$ cat src/hw/rtl/spbq_pkg.sv
// spbq_pkg: shared defaults and result/opcode codes for the strict priority batch queue
// no dependencies; imported by strict_priority_batch_queue and spbq_checker
package spbq_pkg;

    // parameter defaults
    localparam int RING_SLOTS_DEF = 8;
    localparam int LEVELS_DEF     = 4;
    localparam int BATCH_MAX_DEF  = 4;
    localparam int WORD_BITS_DEF  = 32;

    // saturation value of the batch counter
    localparam int CNT_W           = 8;
    localparam logic [CNT_W-1:0] CNT_SAT = 8'hFF;

    // input opcodes
    localparam logic OP_ENQ = 1'b0;
    localparam logic OP_DEQ = 1'b1;

    // result kinds
    localparam logic [1:0] KIND_ACK   = 2'd0;
    localparam logic [1:0] KIND_WORD  = 2'd1;
    localparam logic [1:0] KIND_EMPTY = 2'd2;

    // control sequencer, one-hot
    typedef enum logic [2:0] {
        S_IDLE = 3'b001,
        S_READ = 3'b010,
        S_OUT  = 3'b100
    } t_state;

endpackage

$ cat src/hw/rtl/strict_priority_batch_queue.sv
// strict_priority_batch_queue: LEVELS circular rings in one slot memory, strict priority dequeue
// depends on spbq_pkg
//
// usage:
//   input channel (i_in_valid / o_in_stall) carries enqueue or dequeue requests;
//   output channel (o_out_valid / i_out_stall) carries results, each one transfer.
//   an enqueue gives one ack result; once it is taken, its ack sits in the
//   output register the next cycle. a dequeue that finds nothing (all rings empty or
//   take_limit zero) also gives one result, registered the same way.
//   a dequeue that takes n words (n up to BATCH_MAX) does the priority search while
//   idle and then, per word, reads the slot memory (one read port, registered read)
//   and loads the word into the output register; a stall can hold that load.
//   the block works on one request at a time; the next request is taken once the
//   last result of the current one sits in the output register.
//   a stall from the receiver holds the output register and holds the sequencer in
//   S_OUT; the input side is stalled while the output register cannot be loaded.
//   reset (synchronous, active low) empties every ring, clears the batch counter and
//   drops o_out_valid. the slot memory is not cleared; a slot is read only after
//   it has been written.
module strict_priority_batch_queue
    import spbq_pkg::*;
#(
    parameter int RING_SLOTS = RING_SLOTS_DEF,
    parameter int LEVELS     = LEVELS_DEF,
    parameter int BATCH_MAX  = BATCH_MAX_DEF,
    parameter int WORD_BITS  = WORD_BITS_DEF,
    localparam int PTR_W     = $clog2(RING_SLOTS),
    localparam int LVL_W     = $clog2(LEVELS),
    localparam int MAXI_W    = $clog2(BATCH_MAX + 1)
) (
    input  logic                 i_clk,
    input  logic                 i_rst_n,
    // request channel
    input  logic                 i_in_valid,
    output logic                 o_in_stall,
    input  logic                 i_opcode,
    input  logic [LVL_W-1:0]     i_priority_req,
    input  logic [WORD_BITS-1:0] i_value,
    input  logic                 i_batch_end,
    input  logic [MAXI_W-1:0]    i_take_limit,
    // result channel
    output logic                 o_out_valid,
    input  logic                 i_out_stall,
    output logic [1:0]           o_kind,
    output logic                 o_accepted,
    output logic [CNT_W-1:0]     o_added_count,
    output logic [WORD_BITS-1:0] o_out_value,
    output logic [LVL_W-1:0]     o_out_priority,
    output logic                 o_last
);

    localparam int ADDR_W = LVL_W + PTR_W;
    localparam int DEPTH  = 1 << ADDR_W;

    function automatic logic [PTR_W-1:0] ring_next(input logic [PTR_W-1:0] p);
        ring_next = (p == PTR_W'(RING_SLOTS - 1)) ? '0 : p + 1'b1;
    endfunction

    // slot memory
    logic [WORD_BITS-1:0] mem [DEPTH];
    logic [WORD_BITS-1:0] r_rd_data;

    // control and pointer state
    t_state            r_state, n_state;
    logic [PTR_W-1:0]  r_rp [LEVELS];
    logic [PTR_W-1:0]  n_rp [LEVELS];
    logic [PTR_W-1:0]  r_wp [LEVELS];
    logic [PTR_W-1:0]  n_wp [LEVELS];
    logic [CNT_W-1:0]  r_batch, n_batch;
    logic [LVL_W-1:0]  r_lvl, n_lvl;
    logic [MAXI_W-1:0] r_left, n_left;
    logic              r_last_word, n_last_word;

    // output register
    logic                 r_out_valid, n_out_valid;
    logic [1:0]           r_kind, n_kind;
    logic                 r_accepted, n_accepted;
    logic [CNT_W-1:0]     r_cnt, n_cnt;
    logic [WORD_BITS-1:0] r_val, n_val;
    logic [LVL_W-1:0]     r_pri, n_pri;
    logic                 r_last, n_last;

    // memory access controls
    logic              mem_we, mem_re;
    logic [ADDR_W-1:0] mem_wa, mem_ra;

    logic              out_free, in_xfer;
    logic [LVL_W-1:0]  p_idx;
    logic [PTR_W-1:0]  p_rp, p_wp, p_nxt;
    logic              lvl_ok;
    logic [LEVELS-1:0] nonempty;
    logic              found;
    logic [LVL_W-1:0]  found_lvl;
    logic [MAXI_W-1:0] maxi_clamp;
    logic              enq_ok;
    logic [CNT_W-1:0]  cnt_after;

    assign out_free   = !r_out_valid || !i_out_stall;
    assign o_in_stall = (r_state != S_IDLE) || !out_free;
    assign in_xfer    = i_in_valid && !o_in_stall;

    // one pointer read port: request level while idle, else the level being drained
    assign p_idx = (r_state == S_IDLE) ? i_priority_req : r_lvl;
    assign p_rp  = r_rp[p_idx];
    assign p_wp  = r_wp[p_idx];
    assign p_nxt = (r_state == S_IDLE) ? ring_next(p_wp) : ring_next(p_rp);

    assign lvl_ok = ({1'b0, i_priority_req} < (LVL_W + 1)'(LEVELS));

    // per-ring empty flags and strict priority search
    always_comb begin
        found     = 1'b0;
        found_lvl = '0;
        for (int i = 0; i < LEVELS; i++) begin
            nonempty[i] = (r_rp[i] != r_wp[i]);
        end
        for (int i = LEVELS - 1; i >= 0; i--) begin
            if (nonempty[i]) begin
                found     = 1'b1;
                found_lvl = LVL_W'(i);
            end
        end
    end

    assign maxi_clamp = (i_take_limit > MAXI_W'(BATCH_MAX)) ? MAXI_W'(BATCH_MAX) : i_take_limit;
    assign enq_ok     = lvl_ok && (p_nxt != p_rp);
    assign cnt_after  = (enq_ok && r_batch != CNT_SAT) ? r_batch + 1'b1 : r_batch;

    // sequencer and next-state logic; enqueue writes only while idle and reads
    // only happen while draining, so no two accesses to one slot overlap
    always_comb begin
        n_state     = r_state;
        n_rp        = r_rp;
        n_wp        = r_wp;
        n_batch     = r_batch;
        n_lvl       = r_lvl;
        n_left      = r_left;
        n_last_word = r_last_word;
        n_out_valid = r_out_valid && i_out_stall;
        n_kind      = r_kind;
        n_accepted  = r_accepted;
        n_cnt       = r_cnt;
        n_val       = r_val;
        n_pri       = r_pri;
        n_last      = r_last;
        mem_we      = 1'b0;
        mem_re      = 1'b0;
        mem_wa      = {i_priority_req, p_wp};
        mem_ra      = {r_lvl, p_rp};

        unique case (r_state)
            S_IDLE: begin
                if (in_xfer) begin
                    if (i_opcode == OP_ENQ) begin
                        if (enq_ok) begin
                            mem_we             = 1'b1;
                            n_wp[i_priority_req] = p_nxt;
                        end
                        n_batch     = i_batch_end ? '0 : cnt_after;
                        n_out_valid = 1'b1;
                        n_kind      = KIND_ACK;
                        n_accepted  = enq_ok;
                        n_cnt       = cnt_after;
                        n_val       = '0;
                        n_pri       = '0;
                        n_last      = 1'b1;
                    end else if (!found || maxi_clamp == '0) begin
                        n_out_valid = 1'b1;
                        n_kind      = KIND_EMPTY;
                        n_accepted  = 1'b0;
                        n_cnt       = '0;
                        n_val       = '0;
                        n_pri       = '0;
                        n_last      = 1'b1;
                    end else begin
                        n_lvl   = found_lvl;
                        n_left  = maxi_clamp;
                        n_state = S_READ;
                    end
                end
            end
            S_READ: begin
                mem_re        = 1'b1;
                n_rp[r_lvl]   = p_nxt;
                n_left        = r_left - 1'b1;
                n_last_word   = (r_left == MAXI_W'(1)) || (p_nxt == p_wp);
                n_state       = S_OUT;
            end
            S_OUT: begin
                if (out_free) begin
                    n_out_valid = 1'b1;
                    n_kind      = KIND_WORD;
                    n_accepted  = 1'b0;
                    n_cnt       = '0;
                    n_val       = r_rd_data;
                    n_pri       = r_lvl;
                    n_last      = r_last_word;
                    n_state     = r_last_word ? S_IDLE : S_READ;
                end
            end
            default: begin
                n_state = S_IDLE;
            end
        endcase
    end

    // slot memory, registered read
    always_ff @(posedge i_clk) begin
        if (mem_we) begin
            mem[mem_wa] <= i_value;
        end
        if (mem_re) begin
            r_rd_data <= mem[mem_ra];
        end
    end

    // control registers
    always_ff @(posedge i_clk) begin
        if (!i_rst_n) begin
            r_state     <= S_IDLE;
            r_batch     <= '0;
            r_out_valid <= 1'b0;
            for (int i = 0; i < LEVELS; i++) begin
                r_rp[i] <= '0;
                r_wp[i] <= '0;
            end
        end else begin
            r_state     <= n_state;
            r_batch     <= n_batch;
            r_out_valid <= n_out_valid;
            r_rp        <= n_rp;
            r_wp        <= n_wp;
        end
    end

    // payload registers
    always_ff @(posedge i_clk) begin
        r_lvl       <= n_lvl;
        r_left      <= n_left;
        r_last_word <= n_last_word;
        r_kind      <= n_kind;
        r_accepted  <= n_accepted;
        r_cnt       <= n_cnt;
        r_val       <= n_val;
        r_pri       <= n_pri;
        r_last      <= n_last;
    end

    assign o_out_valid    = r_out_valid;
    assign o_kind         = r_kind;
    assign o_accepted     = r_accepted;
    assign o_added_count  = r_cnt;
    assign o_out_value    = r_val;
    assign o_out_priority = r_pri;
    assign o_last         = r_last;

endmodule

$ cat config.mk
export PLATFORM = sky130hd
export DESIGN_NAME = strict_priority_batch_queue
export DESIGN_NICKNAME = d
export VERILOG_FILES = /design/src/hw/rtl/spbq_pkg.sv /design/src/hw/rtl/strict_priority_batch_queue.sv
export SDC_FILE = /design/constraint.sdc
export NUM_CORES = 1
export LEC_CHECK = 0
export BUFFER_PORTS_ARGS = -buffer_cell sky130_fd_sc_hd__buf_2
export CAP_MARGIN = 20
export CORE_MARGIN = 2
export CORE_UTILIZATION = 62
export DETAILED_ROUTE_END_ITERATION = 7
export PLACE_DENSITY_LB_ADDON = 0.15
export SYNTH_ARGS = -nofsm -noshare
export SYNTH_HDL_FRONTEND = slang
export SYNTH_SLANG_ARGS = --single-unit
$ cat constraint.sdc
create_clock -name i_clk -period 7.2 [get_ports i_clk]
set_input_delay 0.72 -clock i_clk [delete_from_list [all_inputs] [get_ports i_clk]]
set_output_delay 0.72 -clock i_clk [all_outputs]
set_load 0.005 [all_outputs]
---- Word-level counts from Yosys, hierarchy flattened ----
Memory sizes are Yosys's and may differ from the RTL's. A register that Yosys moved wholly into a read port is not among the register bits.
Cells that the tools add are included.
word-level totals
  flip-flop bits (word level) ............. 88
  bits in writable memories ............... 1024
  input port bits ......................... 43
  output and inout port bits .............. 48
  word-level logic and storage cells ...... 158
  memories ................................ 1
memories
  memory  words  width  rd ports  clocked after Yosys merged registers in  wr ports  line                               source
  mem     32     32     1         1                                        1         strict_priority_batch_queue.sv:60  logic [WORD_BITS-1:0] mem [DEPTH];
cells by class
  $add $sub $neg .......................... 4
  magnitude comparators ................... 6
  equality and inequality tests ........... 19
  multiplexer cells ....................... 78
  bitwise gates (word level) .............. 5
  reduce and logical (&&, ||, !) cells .... 24
operator list
  kind                                                                   count
  32-bit 2-to-1 mux                                                      4
  32-bit case mux with 2 select lines                                    1
  3-bit 2-to-1 mux                                                       17
  8-bit 2-to-1 mux                                                       6
  12-bit bitwise mux                                                     2
  1-bit 2-to-1 mux                                                       24
  2-bit 2-to-1 mux                                                       12
  4-bit AND reduction                                                    5
  8-bit case mux with 2 select lines                                     1
  3-bit != test                                                          5
  3-bit binary-select mux with 2-bit select                              2
  3-bit demux with 2-bit select                                          2
  3-bit == test (second input constant)                                  3
  3-bit greater-or-equal comparator (second input constant)              3
  2-bit NOT with 3-bit output                                            3
  3-bit case mux with 3 select lines                                     1
  8-bit by 1-bit adder with 8-bit output (second input constant)         1
  2-bit != test (second input constant)                                  4
  8-bit != test (second input constant)                                  1
  2-bit case mux with 2 select lines                                     2
  3-bit by 1-bit adder with 3-bit output (second input constant)         2
  3-bit by 1-bit == test with 1-bit output (second input constant)       2
  3-bit by 1-bit < comparator with 1-bit output (second input constant)  2
  1-bit case mux with 2 select lines                                     3
  15 further kinds                                                       28

---- Depth between registers and ports, before layout ----
  depth after elaboration ................. 16
  gate-level depth with buffers ........... 19
  gate-level depth less buffers ........... 13

---- Worst setup path after synthesis ----
No wires, ideal clock.
  kind .................................... input -> register
  start ................................... input i_priority_req[0]
  end ..................................... memory mem[25][0] (netlist bit), enable pin
  library setup time ...................... 421 ps
  data arrival time ....................... 5458 ps
  data required time ...................... 6779 ps
  setup slack ............................. 1321 ps
  stages .................................. 17
  buffers on the path ..................... 6
  cell sequence ........................... buf_2 > mux4_2 > nor2_1 > a21oi_4 > clkbuf_1 > buf_2 > clkbuf_1 > ha_1 > ha_1 > mux2i_1 > xnor2_1 > o211a_1 > buf_2 > nor2_2 > buf_2 > nand2_1 > nor2_1
between the ends
  word-level cells in the longest chain between the ends .. 15
  elaborated cells on any way between the ends .. 22
  those cells by class .................... add/sub (2); eq/ne (3); mux (16); bitwise (1)
ends and longest elaborated chain
  what                                                                     line                                                                    source
  start, declared                                                          strict_priority_batch_queue.sv:37                                       input logic [LVL_W-1:0] i_priority_req,
  2-bit 2-to-1 mux                                                         strict_priority_batch_queue.sv:103                                      assign p_idx = (r_state == S_IDLE) ? i_priority_req : r_lvl;
  2-bit NOT with 3-bit output (not written as such)                        strict_priority_batch_queue.sv:104, strict_priority_batch_queue.sv:105
  3-bit binary-select mux with 2-bit select (on tied branches)             strict_priority_batch_queue.sv:104, strict_priority_batch_queue.sv:105
  3-bit 2-to-1 mux (on tied branches) (2 in series)                        strict_priority_batch_queue.sv:104, strict_priority_batch_queue.sv:105
  3-bit by 1-bit adder with 3-bit output or 3-bit == test (tied branches)  strict_priority_batch_queue.sv:56                                       ring_next = (p == PTR_W'(RING_SLOTS - 1)) ? '0 : p + 1'b1;
  3-bit 2-to-1 mux                                                         strict_priority_batch_queue.sv:56
  3-bit 2-to-1 mux                                                         strict_priority_batch_queue.sv:106                                      assign p_nxt = (r_state == S_IDLE) ? ring_next(p_wp) : ring_next(p_rp);
  3-bit != test                                                            strict_priority_batch_queue.sv:126                                      assign enq_ok = lvl_ok && (p_nxt != p_rp);
  1-bit 2-to-1 mux                                                         strict_priority_batch_queue.sv:155                                      if (enq_ok) begin
  1-bit 2-to-1 mux                                                         strict_priority_batch_queue.sv:154                                      if (i_opcode == OP_ENQ) begin
  1-bit 2-to-1 mux                                                         strict_priority_batch_queue.sv:153                                      if (in_xfer) begin
  1-bit 2-to-1 mux                                                         strict_priority_batch_queue.sv:151                                      unique case (r_state)
  1-bit 2-to-1 mux                                                         strict_priority_batch_queue.sv:209                                      if (mem_we) begin
  1-bit 2-to-1 mux (not written as such)                                   strict_priority_batch_queue.sv:210                                      mem[mem_wa] <= i_value;
  end, declared                                                            strict_priority_batch_queue.sv:60
Several ways; a longest one is shown, not always the timed one. The select of a mux whose other input is x is not followed.

---- Worst setup path in the final report ----
  start ................................... register r_state[0]
  end ..................................... memory mem[7][22] (netlist bit), enable pin
between the ends
  word-level cells in the longest chain between the ends .. 16
  elaborated cells on any way between the ends .. 27
  those cells by class .................... add/sub (2); eq/ne (5); mux (16); bitwise (1); reduce/logical (3)
ends and longest elaborated chain
  what                                                                     line                                                                                                        source
  start, declared                                                          strict_priority_batch_queue.sv:64                                                                           t_state r_state, n_state;
  start signal, assigned                                                   strict_priority_batch_queue.sv:228                                                                          r_state <= n_state;
  3-bit by 1-bit == test with 1-bit output                                 strict_priority_batch_queue.sv:103, strict_priority_batch_queue.sv:106, strict_priority_batch_queue.sv:151
  2-bit 2-to-1 mux                                                         strict_priority_batch_queue.sv:103
  2-bit NOT with 3-bit output (not written as such)                        strict_priority_batch_queue.sv:104, strict_priority_batch_queue.sv:105
  3-bit binary-select mux with 2-bit select (on tied branches)             strict_priority_batch_queue.sv:104, strict_priority_batch_queue.sv:105
  3-bit 2-to-1 mux (on tied branches) (2 in series)                        strict_priority_batch_queue.sv:104, strict_priority_batch_queue.sv:105
  3-bit by 1-bit adder with 3-bit output or 3-bit == test (tied branches)  strict_priority_batch_queue.sv:56
  3-bit 2-to-1 mux                                                         strict_priority_batch_queue.sv:56
  3-bit 2-to-1 mux                                                         strict_priority_batch_queue.sv:106
  3-bit != test                                                            strict_priority_batch_queue.sv:126
  1-bit 2-to-1 mux                                                         strict_priority_batch_queue.sv:155
  1-bit 2-to-1 mux                                                         strict_priority_batch_queue.sv:154
  1-bit 2-to-1 mux                                                         strict_priority_batch_queue.sv:153
  1-bit 2-to-1 mux                                                         strict_priority_batch_queue.sv:151
  1-bit 2-to-1 mux                                                         strict_priority_batch_queue.sv:209
  1-bit 2-to-1 mux (not written as such)                                   strict_priority_batch_queue.sv:210
Several ways; a longest one is shown, not always the timed one. The select of a mux whose other input is x is not followed.

==> run_summary.xml <==
<?xml version="1.0" encoding="UTF-8"?>
<metrics>
  <group name="outcome">
    <metric name="outcome" unit="">completed</metric>
  </group>
  <group name="worst_setup_path">
    <metric name="crit_arrival" unit="ns">6.49</metric>
    <metric name="path_max_fanout" unit="">32</metric>
    <metric name="timing_worst_setup_path_type" unit="">register to register</metric>
    <metric name="worst-r2r-setup-slack" unit="ns">1.01</metric>
    <metric name="crit_path_start_kind" unit="">register</metric>
    <metric name="rr_worst_depth" unit="">14</metric>
    <metric name="cp_data_required_time" unit="ns">7.50</metric>
    <metric name="end_kind" unit="">register</metric>
  </group>
  <group name="route">
    <metric name="drt_pre_antenna_iters" unit="">6</metric>
    <metric name="wl_met2" unit="um">54600</metric>
    <metric name="remaining_drc_errors" unit="">0</metric>
    <metric name="first_iter_violations" unit="">3923</metric>
    <metric name="routed-via-count" unit="">27026</metric>
    <metric name="drtAntennaViolNets" unit="">0</metric>
    <metric name="dr.max_layer_used" unit="">met5</metric>
    <metric name="postRouteWirelength" unit="um">122000</metric>
    <metric name="via_per_inst" unit="">6.78</metric>
    <metric name="met1_routed_length" unit="um">47100</metric>
    <metric name="wl_met3" unit="um">17300</metric>
    <metric name="wl_per_instance" unit="um">30.7</metric>
  </group>
  <group name="global_routing">
    <metric name="gr-total-overflow" unit="">0</metric>
    <metric name="grt_usage" unit="">0.328</metric>
    <metric name="antenna_violations_before_repair" unit="">11</metric>
    <metric name="grt_pass1_vias" unit="">25290</metric>
    <metric name="grt_max_degree" unit="">147</metric>
    <metric name="first_pass_grt_wire_length" unit="um">176000</metric>
  </group>
  <group name="place">
    <metric name="port_buffers" unit="">90</metric>
    <metric name="finalWeightedCongestion" unit="">0.893</metric>
    <metric name="dpl-instance-area" unit="um^2">46300</metric>
    <metric name="place.detailed.hpwl" unit="um">72300</metric>
  </group>
  <group name="final_layout">
    <metric name="nFillCells" unit="">4509</metric>
    <metric name="area.growth.synth_to_final" unit="%">11.8</metric>
    <metric name="fraction_of_layout_instances_using_a_drive_strength_above_1" unit="">0.143</metric>
    <metric name="finalNetCount" unit="">2986</metric>
    <metric name="total_non_filler_cell_area_in_the_finished_layout" unit="um^2">50200</metric>
  </group>
  <group name="power_and_ir_drop">
    <metric name="vdd.ir_drop.worst" unit="mV">0.228</metric>
    <metric name="leakage" unit="nW">16.7</metric>
    <metric name="intPower" unit="mW">11.8</metric>
    <metric name="power.switching" unit="mW">5.01</metric>
    <metric name="power.share.combinational" unit="">0.208</metric>
    <metric name="sequential_power_share" unit="">0.454</metric>
    <metric name="clkPwrFrac" unit="">0.338</metric>
    <metric name="power.switching_fraction" unit="">0.299</metric>
    <metric name="power.density" unit="nW/um^2">334</metric>
  </group>
  <group name="synth">
    <metric name="yosys-top-cells-area" unit="">edfxtp_1 74%, nand2_1 4.0%, mux4_2 3.5%</metric>
    <metric name="synthesis.area_per_instance" unit="um^2">15.6</metric>
    <metric name="yosysTopAreaCellShare" unit="">0.741</metric>
    <metric name="yosysMostFrequentCell" unit="">edfxtp_1</metric>
    <metric name="number_of_enable_type_register_cells_in_the_synthesized_netlist" unit="">1108</metric>
    <metric name="synth_cell_types" unit="">62</metric>
    <metric name="synth_seq_cells" unit="">1144</metric>
    <metric name="synth.top_cells.by_count" unit="">1108 x edfxtp_1, 476 x nand2_1, 124 x a31oi_1, 121 x clkbuf_1, 113 x nand3_1</metric>
    <metric name="yosys_warnings" unit="">0</metric>
    <metric name="mappedNetlistNets" unit="">2926</metric>
    <metric name="post_synthesis_instance_area" unit="um^2">44900</metric>
    <metric name="netlist.top_cell.by_area" unit="">edfxtp_1</metric>
    <metric name="yosysSeqAreaShare" unit="">0.757</metric>
    <metric name="yosys_most_used_dff" unit="">edfxtp_1</metric>
    <metric name="ys_async_sr_fraction" unit="">0</metric>
    <metric name="synthCells" unit="">2873</metric>
  </group>
  <group name="cts">
    <metric name="postCtsResizedCells" unit="">0</metric>
    <metric name="cts_made_buffers" unit="">111</metric>
    <metric name="cts.root.buffer_cell" unit="">clkbuf_16</metric>
    <metric name="clockBufferDepth" unit="">3</metric>
    <metric name="h-tree-depth" unit="">3</metric>
    <metric name="post_cts.repair.setup_buffers" unit="">0</metric>
    <metric name="clk_pin_slew_worst_paths" unit="ns">0.06</metric>
    <metric name="cts_num_sinks" unit="">1144</metric>
    <metric name="cts_hold_buffers" unit="">0</metric>
    <metric name="clk_latency" unit="ns">0.70</metric>
    <metric name="tritoncts" unit="">yes</metric>
  </group>
  <group name="floorplanning">
    <metric name="rows" unit="">98</metric>
    <metric name="die_area" unit="um^2">74600</metric>
    <metric name="floorplan.initialDensity" unit="">0.627</metric>
    <metric name="design.core.area" unit="um^2">71600</metric>
    <metric name="die_h" unit="um">273</metric>
    <metric name="floorplan_die_width" unit="um">273</metric>
    <metric name="top_level_ports" unit="">91</metric>
  </group>
  <group name="timing">
    <metric name="fmax" unit="MHz">161</metric>
    <metric name="setup_viol" unit="">0</metric>
    <metric name="period_minus_ws_final" unit="ns">6.19</metric>
    <metric name="maxSlewViolCount" unit="">0</metric>
    <metric name="grt_setup_unrepaired" unit="">false</metric>
    <metric name="tns" unit="ns">0</metric>
    <metric name="post-route-period-util" unit="">0.860</metric>
    <metric name="max_slew.worst_pin.slew" unit="ns">1.18</metric>
    <metric name="slew_headroom" unit="">0.213</metric>
    <metric name="fin_skew" unit="ns">0.0322</metric>
    <metric name="final-hold-violation-count" unit="">0</metric>
  </group>
  <group name="worst_hold_path">
    <metric name="hold_class" unit="">input port to register</metric>
    <metric name="min_path_cells" unit="">3</metric>
  </group>
  <group name="flow_run">
    <metric name="max-cap-violations" unit="">0</metric>
  </group>
</metrics>
[power by group through the flow]
stage          combinational [mW]  clock [mW]  sequential, mW
2_1_floorplan                2.08           0            7.76
3_3_place_gp                 3.33           0            7.75
3_5_place_dp                 3.38           0            7.75
4_1_cts                      3.40        5.68            7.62
5_1_grt                      3.68        5.94            7.63
6_report                     3.49        5.67            7.62
[state kept, by name, summed over array words and instances (netlist names)]
signal / flops
r_rp: 12
r_last_word: 1
r_left: 3
mem: 1024
o_out_value: 32
o_accepted: 1
o_added_count: 8
r_wp: 12
o_last: 1
o_kind: 2
r_rd_data: 32
r_state: 3
r_batch: 8
o_out_valid: 1
r_lvl: 2
o_out_priority: 2
[critical path, stage by stage (launching register included)]
cell and delay (ns):
dfxtp_1 0.43, nor3b_2 0.19, buf_4 0.24, mux2i_1 0.56, nor2b_1 0.11, a211oi_1 0.26
a21oi_1 0.16, ha_1 0.31, ha_1 0.21, or3_1 0.43, o2111a_1 0.17, o211a_1 0.37
nor2_2 0.52, nand2_1 0.71, nor2_4 1.09
[cell usage in the layout, fill, tap and decap left out, drive strengths merged, types with 5 or more instances in the layout]
master	netlist	final
edfxtp	1108	1108
nand2	476	476
clkbuf	121	138
buf	68	136
a31oi	124	124
nand3	113	113
a211oi	108	108
and3	93	93
mux2i	88	88
nor2	84	84
mux4	70	70
clkinv	0	59
o21ai	39	39
a221oi	37	37
and2	37	37
dfxtp	36	36
a22oi	34	34
o211ai	33	33
a32oi	32	32
nand4	32	32
a21oi	25	25
xnor2	18	18
nor3	15	15
inv	11	12
ha	10	10
nor2b	9	9
bufinv	0	8
nor4	5	5
xor2	5	5
nand2b	5	5
[metrics by stage]
step / utilization / instances / hold slack [ns] / setup WS [ns] / power (mW)
4_1_cts: 0.696 / 3965 / 0.315 / 1.06 / 16.7
5_1_grt: 0.701 / 3983 / 0.339 / 0.728 / 17.2
2_1_floorplan: - / 2873 / 0.461 / 1.32 / 9.84
6_report: 0.701 / 3984 / 0.334 / 1.01 / 16.8
3_5_place_dp: 0.647 / 3755 / 0.511 / 1.01 / 11.1
3_3_place_gp: 0.646 / 3752 / 0.492 / 0.974 / 11.1
[layout make-up]
type / instances / area [um^2] / area share
clock inverters: 72 / 577 / 0.0115
flip-flops and latches: 1144 / 34000 / 0.677
inverters: 11 / 48.8 / 0.000972
well taps: 950 / 1190 / 0.0237
repair buffers: 136 / 1090 / 0.0216
clock buffers: 138 / 2960 / 0.0590
multi-input cells: 1529 / 10300 / 0.206
diodes: 4 / 10.0 / 0.000199
[cell families (layout without fill, tap and decap cells)]
| kind of cell | count (synthesis) | after routing | synth area share |
|---|---|---|---|
| other | 0 | 4 | 0 |
| xor gates and xnor gates | 23 | 23 | 0.00449 |
| muxes | 162 | 162 | 0.0557 |
| buffers and inverters | 200 | 357 | 0.0196 |
| AOI/OAI and AO/OA | 451 | 451 | 0.0713 |
| and+or+nand+nor | 883 | 883 | 0.0890 |
| adders and majority gates | 10 | 10 | 0.00279 |
| DFF | 1144 | 1144 | 0.757 |
[routing by layer]
| metal | GRT usage | vias up |
|---|---|---|
| met4 | 0.0834 | 4 |
| li1 | - | 11335 |
| met3 | 0.0889 | 197 |
| met1 | 0.497 | 13503 |
| met2 | 0.477 | 1987 |
| met5 | 0 | - |
[path summary, 6_finish.rpt]
kind,startpoint,end
hold / removal,i_in_valid,o_out_valid$_SDFF_PN0_
setup reg to reg,r_state[0]$_SDFFE_PN1P_,mem[7][22]$_DFFE_PP_
setup / recovery,r_state[0]$_SDFFE_PN1P_,mem[7][22]$_DFFE_PP_
hold reg to reg,r_wp[11]$_SDFFE_PN0P_,r_wp[11]$_SDFFE_PN0P_
No activity file was read; power rests on OpenSTA's default activity.
